===== src/design/yaw_pitch_view_basis_assert.svh =====
// Assertion macros for the yaw/pitch view basis block.
// Used by design/yaw_pitch_view_basis.sv; needs a clock i_clk and reset i_rst_n in scope.
`ifndef YAW_PITCH_VIEW_BASIS_ASSERT_SVH
`define YAW_PITCH_VIEW_BASIS_ASSERT_SVH

// Same-cycle implication, checked outside reset
`define YPVB_ASSERT_NOW(label, ante, cons, msg) \
    label: assert property (@(posedge i_clk) disable iff (!i_rst_n) (ante) |-> (cons)) \
        else $error(msg);

// Next-cycle implication, checked outside reset
`define YPVB_ASSERT_NEXT(label, ante, cons, msg) \
    label: assert property (@(posedge i_clk) disable iff (!i_rst_n) (ante) |=> (cons)) \
        else $error(msg);

`endif


===== src/design/ypvb_pkg.sv =====
// Package for the yaw/pitch view basis block: angle constants, CORDIC table,
// sequencer states and rounding/saturation helpers. No dependencies.
package ypvb_pkg;

    // CORDIC step count, capped by the arctangent table length
    localparam int TRIG_ITERATIONS = 16;
    localparam int ATAN_STEPS      = 24;
    localparam int CORDIC_STEPS    = (TRIG_ITERATIONS < ATAN_STEPS) ?
                                     TRIG_ITERATIONS : ATAN_STEPS;
    localparam int IT_W            = $clog2(ATAN_STEPS);

    // Angles in Q9.16 degrees
    localparam int DEG90     = 5898240;
    localparam int DEG180    = 11796480;
    localparam int DEG360    = 23592960;
    localparam int PITCH_LIM = 5832704;

    // Wrap reduction works on a 33-bit value, subtracting 360 << k for k = top..0
    localparam int WRAP_W   = 33;
    localparam int WRAP_TOP = 5;
    localparam int WRAP_K_W = 3;

    // CORDIC datapath widths: x/y in Q2.30, residue in Q.16 degrees
    localparam int XY_W = 32;
    localparam int Z_W  = 25;
    localparam int CORDIC_INV_GAIN = 652032874;

    localparam int ONE14 = 16384;
    localparam int PROD_LAST = 4;

    // atan(2^-i) in Q.16 degrees
    localparam logic signed [Z_W-1:0] ATAN_TABLE [ATAN_STEPS] = '{
        25'sd2949120, 25'sd1740967, 25'sd919879, 25'sd466945,
        25'sd234379,  25'sd117304,  25'sd58666,  25'sd29335,
        25'sd14668,   25'sd7334,    25'sd3667,   25'sd1833,
        25'sd917,     25'sd458,     25'sd229,    25'sd115,
        25'sd57,      25'sd29,      25'sd14,     25'sd7,
        25'sd4,       25'sd2,       25'sd1,      25'sd0
    };

    typedef enum logic [3:0] {
        ST_IDLE,
        ST_MUL_X,
        ST_MUL_Y,
        ST_PITCH,
        ST_WRAP_PREP,
        ST_WRAP,
        ST_FOLD,
        ST_CORDIC_YAW,
        ST_CORDIC_PITCH,
        ST_PROD,
        ST_OUT
    } t_state;

    // Saturate to plus or minus one in Q1.14
    function automatic logic signed [15:0] sat14(input logic signed [17:0] v);
        logic signed [15:0] r;
        if (v > 18'sd16384) begin
            r = 16'sd16384;
        end else if (v < -18'sd16384) begin
            r = -16'sd16384;
        end else begin
            r = 16'(v);
        end
        return r;
    endfunction

    // Q2.30 to Q1.14, round half up
    function automatic logic signed [15:0] to14(input logic signed [XY_W-1:0] v);
        logic signed [XY_W:0] s;
        s = (XY_W+1)'(v) + (XY_W+1)'(33'sd32768);
        return sat14(18'($signed(s[XY_W:16])));
    endfunction

    // Q4.60 product to Q1.14, round half up
    function automatic logic signed [15:0] mul14(input logic signed [63:0] p);
        logic signed [63:0] s;
        s = p + 64'sh0000_2000_0000_0000;
        return sat14(s[63:46]);
    endfunction

    // Clamp pitch to plus or minus 89 degrees
    function automatic logic signed [23:0] clamp_pitch(input logic signed [31:0] v);
        logic signed [23:0] r;
        if (v > 32'(PITCH_LIM)) begin
            r = 24'(PITCH_LIM);
        end else if (v < -32'(PITCH_LIM)) begin
            r = -24'(PITCH_LIM);
        end else begin
            r = 24'(v);
        end
        return r;
    endfunction

    // 360 degrees shifted left by k
    function automatic logic signed [WRAP_W-1:0] wrap_step(input logic [WRAP_K_W-1:0] k);
        logic signed [WRAP_W-1:0] b;
        b = WRAP_W'(DEG360);
        return b <<< k;
    endfunction

endpackage


===== src/design/yaw_pitch_view_basis.sv =====
// Yaw/pitch camera orientation unit with view basis output.
// Depends on design/ypvb_pkg.sv and design/yaw_pitch_view_basis_assert.svh.
//
// Usage:
//   Input channel (i_valid / o_stall): one request is either a move (i_action 0,
//   pointer offsets scaled by the sensitivity register) or a set (i_action 1,
//   angles loaded directly). A request is taken when i_valid is high and o_stall
//   is low. o_stall stays high from acceptance until the result is taken.
//   Output channel (o_valid / i_stall): one result per request carries the
//   wrapped yaw, clamped pitch and the eight basis terms. The result holds
//   while i_stall is high; the next request is taken once it leaves.
//   Configuration (i_cfg_valid / o_cfg_ready): writes the sensitivity; ready is
//   always high. Write only while no request is in flight.
// Sequence: a move scales both offsets and clamps pitch, then both kinds wrap
//   yaw in 6 compare/subtract steps, the shared CORDIC step unit runs for yaw
//   and then for pitch, and one shared 32x32 multiplier does the two offset
//   scalings and the four basis products.
// A new request is taken only once the result has been taken and the block is
//   idle again, so each stalled result cycle delays the next request.
// Reset (synchronous, active low): yaw and pitch return to zero, sensitivity
//   to 6554 (0.1), and the block comes up idle with no result pending.
`include "yaw_pitch_view_basis_assert.svh"

module yaw_pitch_view_basis (
    input  logic                i_clk,
    input  logic                i_rst_n,
    // request channel
    input  logic                i_valid,
    output logic                o_stall,
    input  logic                i_action,
    input  logic signed [15:0]  i_x_offset,
    input  logic signed [15:0]  i_y_offset,
    input  logic signed [24:0]  i_new_yaw,
    input  logic signed [23:0]  i_new_pitch,
    // result channel
    output logic                o_valid,
    input  logic                i_stall,
    output logic signed [24:0]  o_yaw_out,
    output logic signed [23:0]  o_pitch_out,
    output logic signed [15:0]  o_dir_x,
    output logic signed [15:0]  o_dir_y,
    output logic signed [15:0]  o_dir_z,
    output logic signed [15:0]  o_right_x,
    output logic signed [15:0]  o_right_z,
    output logic signed [15:0]  o_up_x,
    output logic signed [15:0]  o_up_y,
    output logic signed [15:0]  o_up_z,
    // configuration
    input  logic                i_cfg_valid,
    output logic                o_cfg_ready,
    input  logic [17:0]         i_cfg_sensitivity
);

    localparam int XY_W = ypvb_pkg::XY_W;
    localparam int Z_W  = ypvb_pkg::Z_W;
    localparam int W_W  = ypvb_pkg::WRAP_W;

    ypvb_pkg::t_state r_state, n_state;

    logic [17:0]                       r_sens;
    logic signed [24:0]                r_yaw;
    logic signed [23:0]                r_pitch;
    logic signed [15:0]                r_x_off, r_y_off;
    logic signed [W_W-1:0]             r_wrap;
    logic [ypvb_pkg::WRAP_K_W-1:0]     r_k;
    logic                              r_fold;
    logic signed [XY_W-1:0]            r_cx, r_cy;
    logic signed [Z_W-1:0]             r_z;
    logic [ypvb_pkg::IT_W-1:0]         r_it;
    logic signed [XY_W-1:0]            r_cos_y, r_sin_y, r_cos_p, r_sin_p;
    logic signed [63:0]                r_prod;
    logic [2:0]                        r_cnt;
    logic signed [15:0]                r_dir_x, r_dir_y, r_dir_z;
    logic signed [15:0]                r_right_x, r_right_z;
    logic signed [15:0]                r_up_x, r_up_y, r_up_z;

    logic                              in_acc;
    logic                              it_last;
    logic signed [XY_W-1:0]            mul_a, mul_b;
    logic signed [33:0]                off_rnd;
    logic signed [29:0]                off_scaled;
    logic signed [W_W-1:0]             yaw_sum;
    logic signed [31:0]                pitch_sum;
    logic signed [24:0]                yaw_w;
    logic signed [XY_W-1:0]            dx, dy, nx, ny;
    logic signed [Z_W-1:0]             nz;

    assign in_acc      = i_valid && !o_stall;
    assign o_stall     = (r_state != ypvb_pkg::ST_IDLE);
    assign o_valid     = (r_state == ypvb_pkg::ST_OUT);
    assign o_cfg_ready = 1'b1;
    assign it_last     = (r_it == ypvb_pkg::IT_W'(ypvb_pkg::CORDIC_STEPS - 1));

    // Offset scaling: round Q13.20 product to Q.16 (half up)
    assign off_rnd    = $signed(r_prod[33:0]) + 34'sd8;
    assign off_scaled = off_rnd[33:4];
    assign yaw_sum    = W_W'(r_yaw) + W_W'(off_scaled) + W_W'(ypvb_pkg::DEG180);
    assign pitch_sum  = 32'(r_pitch) + 32'(off_scaled);
    assign yaw_w      = 25'(r_wrap - W_W'(ypvb_pkg::DEG180));

    // Shared CORDIC rotation step
    always_comb begin
        dx = r_cy >>> r_it;
        dy = r_cx >>> r_it;
        if (!r_z[Z_W-1]) begin
            nx = r_cx - dx;
            ny = r_cy + dy;
            nz = r_z - ypvb_pkg::ATAN_TABLE[r_it];
        end else begin
            nx = r_cx + dx;
            ny = r_cy - dy;
            nz = r_z + ypvb_pkg::ATAN_TABLE[r_it];
        end
    end

    // Shared multiplier operand select
    always_comb begin
        mul_a = '0;
        mul_b = '0;
        case (r_state)
            ypvb_pkg::ST_MUL_X: begin
                mul_a = XY_W'(r_x_off);
                mul_b = $signed(XY_W'(r_sens));
            end
            ypvb_pkg::ST_MUL_Y: begin
                mul_a = XY_W'(r_y_off);
                mul_b = $signed(XY_W'(r_sens));
            end
            ypvb_pkg::ST_PROD: begin
                case (r_cnt)
                    3'd0: begin
                        mul_a = r_cos_y;
                        mul_b = r_cos_p;
                    end
                    3'd1: begin
                        mul_a = r_sin_y;
                        mul_b = r_cos_p;
                    end
                    3'd2: begin
                        mul_a = -r_cos_y;
                        mul_b = r_sin_p;
                    end
                    3'd3: begin
                        mul_a = -r_sin_y;
                        mul_b = r_sin_p;
                    end
                    default: begin
                        mul_a = '0;
                        mul_b = '0;
                    end
                endcase
            end
            default: begin
                mul_a = '0;
                mul_b = '0;
            end
        endcase
    end

    // State register
    always_ff @(posedge i_clk) begin
        if (!i_rst_n) begin
            r_state <= ypvb_pkg::ST_IDLE;
        end else begin
            r_state <= n_state;
        end
    end

    // Next state
    always_comb begin
        n_state = r_state;
        case (r_state)
            ypvb_pkg::ST_IDLE: begin
                if (in_acc) begin
                    n_state = i_action ? ypvb_pkg::ST_WRAP_PREP : ypvb_pkg::ST_MUL_X;
                end
            end
            ypvb_pkg::ST_MUL_X:     n_state = ypvb_pkg::ST_MUL_Y;
            ypvb_pkg::ST_MUL_Y:     n_state = ypvb_pkg::ST_PITCH;
            ypvb_pkg::ST_PITCH:     n_state = ypvb_pkg::ST_WRAP_PREP;
            ypvb_pkg::ST_WRAP_PREP: n_state = ypvb_pkg::ST_WRAP;
            ypvb_pkg::ST_WRAP: begin
                if (r_k == '0) begin
                    n_state = ypvb_pkg::ST_FOLD;
                end
            end
            ypvb_pkg::ST_FOLD:      n_state = ypvb_pkg::ST_CORDIC_YAW;
            ypvb_pkg::ST_CORDIC_YAW: begin
                if (it_last) begin
                    n_state = ypvb_pkg::ST_CORDIC_PITCH;
                end
            end
            ypvb_pkg::ST_CORDIC_PITCH: begin
                if (it_last) begin
                    n_state = ypvb_pkg::ST_PROD;
                end
            end
            ypvb_pkg::ST_PROD: begin
                if (r_cnt == 3'(ypvb_pkg::PROD_LAST)) begin
                    n_state = ypvb_pkg::ST_OUT;
                end
            end
            ypvb_pkg::ST_OUT: begin
                if (!i_stall) begin
                    n_state = ypvb_pkg::ST_IDLE;
                end
            end
            default: n_state = ypvb_pkg::ST_IDLE;
        endcase
    end

    // Sensitivity register
    always_ff @(posedge i_clk) begin
        if (!i_rst_n) begin
            r_sens <= 18'd6554;
        end else if (i_cfg_valid && o_cfg_ready) begin
            r_sens <= i_cfg_sensitivity;
        end
    end

    // Angle state
    always_ff @(posedge i_clk) begin
        if (!i_rst_n) begin
            r_yaw   <= '0;
            r_pitch <= '0;
        end else begin
            if (r_state == ypvb_pkg::ST_IDLE && in_acc && i_action) begin
                r_pitch <= ypvb_pkg::clamp_pitch(32'(i_new_pitch));
            end else if (r_state == ypvb_pkg::ST_PITCH) begin
                r_pitch <= ypvb_pkg::clamp_pitch(pitch_sum);
            end
            if (r_state == ypvb_pkg::ST_FOLD) begin
                r_yaw <= yaw_w;
            end
        end
    end

    // Datapath: multiplier, wrap reduction, CORDIC, basis products
    always_ff @(posedge i_clk) begin
        r_prod <= mul_a * mul_b;
        case (r_state)
            ypvb_pkg::ST_IDLE: begin
                if (in_acc) begin
                    r_x_off <= i_x_offset;
                    r_y_off <= i_y_offset;
                    r_wrap  <= W_W'(i_new_yaw) + W_W'(ypvb_pkg::DEG180);
                end
            end
            ypvb_pkg::ST_MUL_Y: begin
                r_wrap <= yaw_sum;
            end
            ypvb_pkg::ST_WRAP_PREP: begin
                // lift negative values so the binary reduction sees [0, 64*360)
                if (r_wrap[W_W-1]) begin
                    r_wrap <= r_wrap + ypvb_pkg::wrap_step(
                                  ypvb_pkg::WRAP_K_W'(ypvb_pkg::WRAP_TOP));
                end
                r_k <= ypvb_pkg::WRAP_K_W'(ypvb_pkg::WRAP_TOP);
            end
            ypvb_pkg::ST_WRAP: begin
                if (r_wrap >= ypvb_pkg::wrap_step(r_k)) begin
                    r_wrap <= r_wrap - ypvb_pkg::wrap_step(r_k);
                end
                r_k <= r_k - 1'b1;
            end
            ypvb_pkg::ST_FOLD: begin
                // yaw outside plus or minus 90: rotate by 180, negate results
                if (yaw_w > 25'(ypvb_pkg::DEG90)) begin
                    r_z    <= yaw_w - 25'(ypvb_pkg::DEG180);
                    r_fold <= 1'b1;
                end else if (yaw_w < -25'(ypvb_pkg::DEG90)) begin
                    r_z    <= yaw_w + 25'(ypvb_pkg::DEG180);
                    r_fold <= 1'b1;
                end else begin
                    r_z    <= yaw_w;
                    r_fold <= 1'b0;
                end
                r_cx <= XY_W'(ypvb_pkg::CORDIC_INV_GAIN);
                r_cy <= '0;
                r_it <= '0;
            end
            ypvb_pkg::ST_CORDIC_YAW: begin
                if (it_last) begin
                    r_cos_y <= r_fold ? -nx : nx;
                    r_sin_y <= r_fold ? -ny : ny;
                    r_cx    <= XY_W'(ypvb_pkg::CORDIC_INV_GAIN);
                    r_cy    <= '0;
                    r_z     <= Z_W'(r_pitch);
                    r_it    <= '0;
                end else begin
                    r_cx <= nx;
                    r_cy <= ny;
                    r_z  <= nz;
                    r_it <= r_it + 1'b1;
                end
            end
            ypvb_pkg::ST_CORDIC_PITCH: begin
                if (it_last) begin
                    r_cos_p <= nx;
                    r_sin_p <= ny;
                    r_cnt   <= '0;
                end else begin
                    r_cx <= nx;
                    r_cy <= ny;
                    r_z  <= nz;
                    r_it <= r_it + 1'b1;
                end
            end
            ypvb_pkg::ST_PROD: begin
                // product issued at count c is registered in r_prod and read at count c + 1
                r_cnt <= r_cnt + 1'b1;
                case (r_cnt)
                    3'd1: r_dir_x <= ypvb_pkg::mul14(r_prod);
                    3'd2: r_dir_z <= ypvb_pkg::mul14(r_prod);
                    3'd3: r_up_x  <= ypvb_pkg::mul14(r_prod);
                    3'd4: begin
                        r_up_z    <= ypvb_pkg::mul14(r_prod);
                        r_dir_y   <= ypvb_pkg::to14(r_sin_p);
                        r_right_x <= ypvb_pkg::to14(-r_sin_y);
                        r_right_z <= ypvb_pkg::to14(r_cos_y);
                        r_up_y    <= ypvb_pkg::to14(r_cos_p);
                    end
                    default: ;
                endcase
            end
            default: ;
        endcase
    end

    assign o_yaw_out   = r_yaw;
    assign o_pitch_out = r_pitch;
    assign o_dir_x     = r_dir_x;
    assign o_dir_y     = r_dir_y;
    assign o_dir_z     = r_dir_z;
    assign o_right_x   = r_right_x;
    assign o_right_z   = r_right_z;
    assign o_up_x      = r_up_x;
    assign o_up_y      = r_up_y;
    assign o_up_z      = r_up_z;

    // Checks
    `YPVB_ASSERT_NOW(a_result_blocks_input, o_valid, o_stall, "result pending but input open")
    `YPVB_ASSERT_NEXT(a_accept_goes_busy, in_acc, o_stall, "accepted request left block idle")
    `YPVB_ASSERT_NOW(a_pitch_in_range, 1'b1, (r_pitch <= 24'(ypvb_pkg::PITCH_LIM)) && (r_pitch >= -24'(ypvb_pkg::PITCH_LIM)), "pitch outside clamp")
    `YPVB_ASSERT_NOW(a_yaw_in_range, 1'b1, (r_yaw <= 25'(ypvb_pkg::DEG180 - 1)) && (r_yaw >= -25'(ypvb_pkg::DEG180)), "yaw outside wrap range")

endmodule


===== config.mk =====
export PLATFORM = sky130hd
export DESIGN_NAME = yaw_pitch_view_basis
export DESIGN_NICKNAME = d
export VERILOG_FILES = /design/src/design/ypvb_pkg.sv /design/src/design/yaw_pitch_view_basis.sv
export VERILOG_INCLUDE_DIRS = /design/src /design/src/design
export SDC_FILE = /design/constraint.sdc
export NUM_CORES = 2
export LEC_CHECK = 0
export BUFFER_PORTS_ARGS = -buffer_cell sky130_fd_sc_hd__buf_2
export CORE_ASPECT_RATIO = 0.8
export CORE_UTILIZATION = 30
export CTS_BUF_LIST = sky130_fd_sc_hd__clkbuf_16
export CTS_CLUSTER_SIZE = 25
export DETAILED_ROUTE_END_ITERATION = 16
export GPL_ROUTABILITY_DRIVEN = 0
export MAX_ROUTING_LAYER = met4
export PLACE_DENSITY = 0.54
export SLEW_MARGIN = 30
export SYNTH_ARGS = -nofsm -noshare
export SYNTH_HDL_FRONTEND = slang
export SYNTH_SLANG_ARGS = --single-unit
export TNS_END_PERCENT = 10

===== constraint.sdc =====
create_clock -name i_clk -period 17 [get_ports i_clk]
set_input_delay 0 -clock i_clk [delete_from_list [all_inputs] [get_ports i_clk]]
set_output_delay 0 -clock i_clk [all_outputs]
set_load 0.02 [all_outputs]

; Word-level counts from Yosys, hierarchy flattened
; Memory sizes are Yosys's and may differ from the RTL's.
; Index checks and enable logic that the tools add are counted.
; W data, S select, Z words.
[totals]
reg_bits = 557
rom_bits = 800
inputBits = 105
output_inout_bits = 180
elab_cells = 193
mem_count = 1
[mem_list]
columns = name, depth, word_bits, rd, rd_ports_with_merged_regs, write_ports, line
row1 = (name not given), 32, 25, 1, 0, 0, yaw_pitch_view_basis.sv:112  ; nz = r_z + ypvb_pkg::ATAN_TABLE[r_it];
[classes]
n_addsub = 28
multipliers = 1
n_lt_le_gt_ge = 18
eq_ne = 24
shift = 3
n_mux = 53
bitwise = 1
n_reduce_logical = 32
[op_table]
columns = op, n
row1 = $pmux W32 S3, 3
row2 = $mux W32, 8
row3 = $mux W25, 7
row4 = $mux W24, 6
row5 = $add A32 B17 Y33 const B, 4
row6 = $pmux W33 S4, 1
row7 = $neg A32 Y32, 4
row8 = $pmux W32 S2, 2
row9 = $pmux W32 S4, 1
row10 = $mux W33, 3
row11 = $mux W16, 6
row12 = $pmux W25 S3, 1
row13 = $gt A17 B16 Y1 const B, 4
row14 = $lt A17 B15 Y1 const B, 4
row15 = $add A32 B32 Y32, 2
row16 = $add A64 B47 Y64 const B, 1
row17 = $mul A32 B32 Y64, 1
row18 = $sshr A32 B5 Y32, 2
row19 = $sub A32 B32 Y32, 2
row20 = $sub A25 B25 Y25 const B, 2
row21 = $pmux W4 S11, 1
row22 = $add A34 B5 Y34 const B, 1
row23 = $add A33 B31 Y33 const B, 1
row24 = $ge A33 B33 Y1, 1
row25 = other kinds (49), 92

; Logic depth before layout (Yosys ltp)
[logic_depth]
ltp_word = 8
mapped_depth = 41
depth_no_buf = 38

; Worst setup path after synthesis
; OpenSTA, ideal clock, no wires.
[synth_path]
path_type = register to register
start = reg r_sin_y[10]
end = reg r_prod[60]
setup_time_ns = 0.106
arrival_time_ns = 10.300
t_required_ns = 16.894
slack_ns = 6.594
stages_incl_launch_ff = 33
n_path_buf = 2
synth_period_minus_slack_ns = 10.406
path_cell_list = edfxtp_1 or4_4 nor4b_4 nand3_1 or2_1 or3_1 xor2_1 buf_2 a222oi_1 a21boi_1 o21ai_1 clkbuf_1 nand2_1 fa_1 fa_1 fa_1 fa_1 inv_1 fa_1 fa_1 fa_1 fa_1 ha_1 and3_1 and4_1 nand3_1 or3_1 nor3_1 o21ai_0 a211oi_1 o21bai_1 a2111o_1 o311ai_0
[synth_between]
elab_chain_cells = 4
[synth_lines]
columns = element, line
row1 = start: declaration, yaw_pitch_view_basis.sv:70  ; logic signed [XY_W-1:0] r_cos_y, r_sin_y, r_cos_p, r_sin_p;
row2 = start signal: assignment, yaw_pitch_view_basis.sv:285  ; r_sin_y <= r_fold ? -ny : ny;
row3 = $neg A32 Y32, yaw_pitch_view_basis.sv:144  ; mul_a = -r_sin_y;
row4 = $pmux W32 S4 (*), yaw_pitch_view_basis.sv:130  ; case (r_cnt)
row5 = $pmux W32 S3 (*), yaw_pitch_view_basis.sv:120  ; case (r_state)
row6 = $mul A32 B32 Y64 (*), yaw_pitch_view_basis.sv:240  ; r_prod <= mul_a * mul_b;
row7 = end signal: assignment, yaw_pitch_view_basis.sv:240
row8 = end: declaration, yaw_pitch_view_basis.sv:71  ; logic signed [63:0] r_prod;
; Every way passes the cells marked *; elsewhere a longest branch is shown, timed or not.
; A chain may end at the register's enable or synchronous reset.

; Worst setup path after layout
[layout_path]
start = reg r_sin_y[2]
end = reg r_prod[60]
; The elaborated chain is that of the path after synthesis.

==> impl_metrics.toml <==
[run_status]
status = "finished clean"

[worst_setup_path]
crit_buf_inv = 2
worstPathMaxFanout = 23
worstSetupPathType = "reg2reg"
worst-r2r-setup-slack_ps = 4120
slowest_delay_ps = 950
r2r_end = "r_prod[60]"
worstPathRequired_ps = 17550
rr_startpoint = "r_sin_y[2]"
start_kind = "flip-flop"
critPathLaunch = "r_sin_y[2]"
path_depth = 31
crit_arrival_ps = 13440
cpLargestDelayFamily = "adder cells"
critPathCaptureType = "flip-flop"
endpoint = "r_prod[60]"
worst_r2r_path_depth = 31
cp_common_cell = "fa_1"
cp_slowest_cell = "fa_1"

[detailed_routing]
wl_um = 272000
wl_per_cell_um = 22.5
via_per_inst = 5.33
vias = 64439
drt_iter0_drc = 6808
drc = 0
dr.pass1.iters = 7
drt.antenna.violating_nets = 0

[cts]
cts_root_buf = "clkbuf_16"
cts_buffers = 73
clockBufferDepth = 3
htree_levels = 3
cts.sinks = 543
post-cts-setup-buffer-count = 0
clock_latency_ps = 740
cts_tree = "done"
path_clk_slew_ps = 60

[die]
coreArea_um2 = 254000
die_area_um2 = 258000
fp.dieH_um = 455
fp.dieW_um = 568
initial_utilization = 0.303
io_pins = 285
std_cell_rows = 165

[global_routing]
track_usage = 0.215
first_global_vias = 63972
grt.overflow.total = 0
antenna_found_initial = 7
grt_pass1_wl_um = 410000
grt_max_degree = 84

[placed_design]
numPortBuffers = 283
hpwlAfterDp_um = 216000

[layout]
areaGrowthSynthToFinish_pct = 12.2
drive_gt1_frac = 0.0914
nets = 10289

[timing]
max-slew-margin-rel = 0.249
fin_crit_ps = 12880
whs_ps = 44.7
finalSetupViolCount = 0
slew_viol_final = 0
rsz0062_at_grt = "false"
finalSetupTns_ps = 0
skew_ps = 67.5
min_period_over_period = 0.758
hold_viol = 0
max_freq_ghz = 0.0776
tightest_slew_ps = 1130

[yosys]
yosysMostFrequentCell = "inv_1"
async_flop_share = 0
synth.cells.most_frequent = "inv_1 (1,219), fa_1 (1,087), nor2_1 (991)"
ys_seq_elements = 543
ys_seq_area_frac = 0.196
synth.distinct_cells = 120
syn_nets = 10039
synth.area.top_cells = "fa_1 (28%), edfxtp_1 (16%), ha_1 (6.7%)"
netlist.area_leader.share = 0.283
avgSynthCellArea_um2 = 9.11
yosysTopAreaCell = "fa_1"
synth_edf_count = 422
netlist_instances = 8435
syn-cell-area_um2 = 76800
synth_ff_type = "edfxtp_1"
ys_warn_count = 0

[pwr]
p_total_uw = 9450
p_per_area_nw_per_um2 = 110
p_leak_uw = 0.0375
peakVddDrop_uv = 88.1

[worst_hold_path]
hold_class = "in2reg"

[job]
max_cap_violations = 0
## worst min-delay path by stage
stage	startpoint	end	slack (ps)	depth (start not counted)
after floorplan	i_x_offset[0]	r_x_off[0]	100	0
after global placement	i_x_offset[9]	r_x_off[9]	180	1
after detailed placement	i_y_offset[15]	r_y_off[15]	180	1
after CTS	i_y_offset[14]	r_y_off[14]	9	2
after global routing	i_y_offset[14]	r_y_off[14]	30	2
final	i_y_offset[14]	r_y_off[14]	40	2
## report_power, final
group	switching, uW	internal [uW]
Clock	694	891
Sequential	226	1760
Combinational	3900	1980
Total	4820	4640
## metal layers
| metal | track usage | vias up | part of all wire |
|---|---|---|---|
| met5 | - | - | 0 |
| met4 | 0.0698 | 0 | 0.036 |
| met3 | 0.0404 | 419 | 0.093 |
| met2 | 0.315 | 3086 | 0.43 |
| met1 | 0.299 | 32443 | 0.44 |
| li1 | - | 28491 | - |
## worst reg2reg max path: cells and delay by family (launching register included)
kind / cells / cell delay (ps)
adder cells (fa/ha/maj): 9 / 4910
XOR/XNOR: 1 / 730
AO/OA/AOI/OAI: 8 / 2230
buffers and inverters: 2 / 400
AND/OR/NAND/NOR: 11 / 3980
flip-flops: 1 / 490
## timing repair
item | 4_1_cts | 5_1_grt
hold buffers | 160 | 0
resized for setup | 0 | 0
hold endpoints to repair | 113 | 0
## registers in the layout, indices dropped and copies added (netlist names), 25 cells and up
register	count
r_prod	50
r_wrap	33
r_cos_p	32
r_cos_y	32
r_cx	32
r_cy	32
r_sin_p	32
r_sin_y	32
o_yaw_out	25
r_z	25
## cell families (layout without fill, tap and decap cells)
group                      Yosys count  count (layout)  share of synthesized area
muxes                              191             191                     0.0367
other                                1               2                  0.0000488
AOI/OAI and AO/OA                 1447            1447                      0.126
xor gates and xnor gates           451             451                     0.0515
and+or+nand+nor                   2661            2661                      0.157
adders and majority gates         1499            1499                      0.350
buffers and inverters             1642            1948                     0.0817
DFF                                543             543                      0.196
## per-stage QoR
stage | instance area (um^2) | std cells | worst slack (ps) | utilization
3_3_place_gp | 82100 | 11789 | 4650 | 0.324
4_1_cts | 86200 | 12080 | 4360 | 0.340
2_1_floorplan | 76800 | 8435 | 6590 | -
3_5_place_dp | 82100 | 11789 | 4430 | 0.324
5_1_grt | 86200 | 12082 | 3440 | 0.340
6_report | 86200 | 12082 | 4120 | 0.340
## final cells by class
cell class | count | area, um^2
multi-input combinational | 6250 | 55700
inverter | 1224 | 4590
clock inverter | 55 | 541
antenna | 1 | 2.50
tap | 3340 | 4180
sequential | 543 | 15100
clock buffer | 76 | 1900
fill | 25887 | 168000
timing repair buffer | 593 | 4160
## cells in the final DEF (no fill, tap or decap), types with 40 or more instances in the layout
cell type / netlist / routed
inv_1: 1219 / 1232
xor2_1: 158 / 158
nor3_1: 138 / 136
a21oi_1: 317 / 315
nand3_1: 112 / 111
nor4_1: 44 / 40
buf_4: 2 / 149
a22oi_1: 73 / 73
dlygate4sd3_1: 0 / 160
clkbuf_16: 0 / 76
or3_1: 51 / 51
a211oi_1: 52 / 52
nand2b_1: 79 / 79
dfxtp_1: 121 / 121
edfxtp_1: 422 / 422
xnor2_1: 292 / 292
o31ai_1: 42 / 42
nand4_1: 41 / 41
a31oi_1: 71 / 70
nor2b_1: 52 / 50
mux2i_1: 87 / 87
and3_1: 64 / 62
and2_1: 86 / 84
a21o_1: 94 / 94
o21ai_0: 320 / 305
o21a_1: 74 / 68
ha_1: 412 / 412
nor2_1: 991 / 976
fa_1: 1087 / 1087
mux4_2: 69 / 69
nand2_1: 858 / 858
buf_2: 20 / 283
Power figures use the tool's default switching activity.
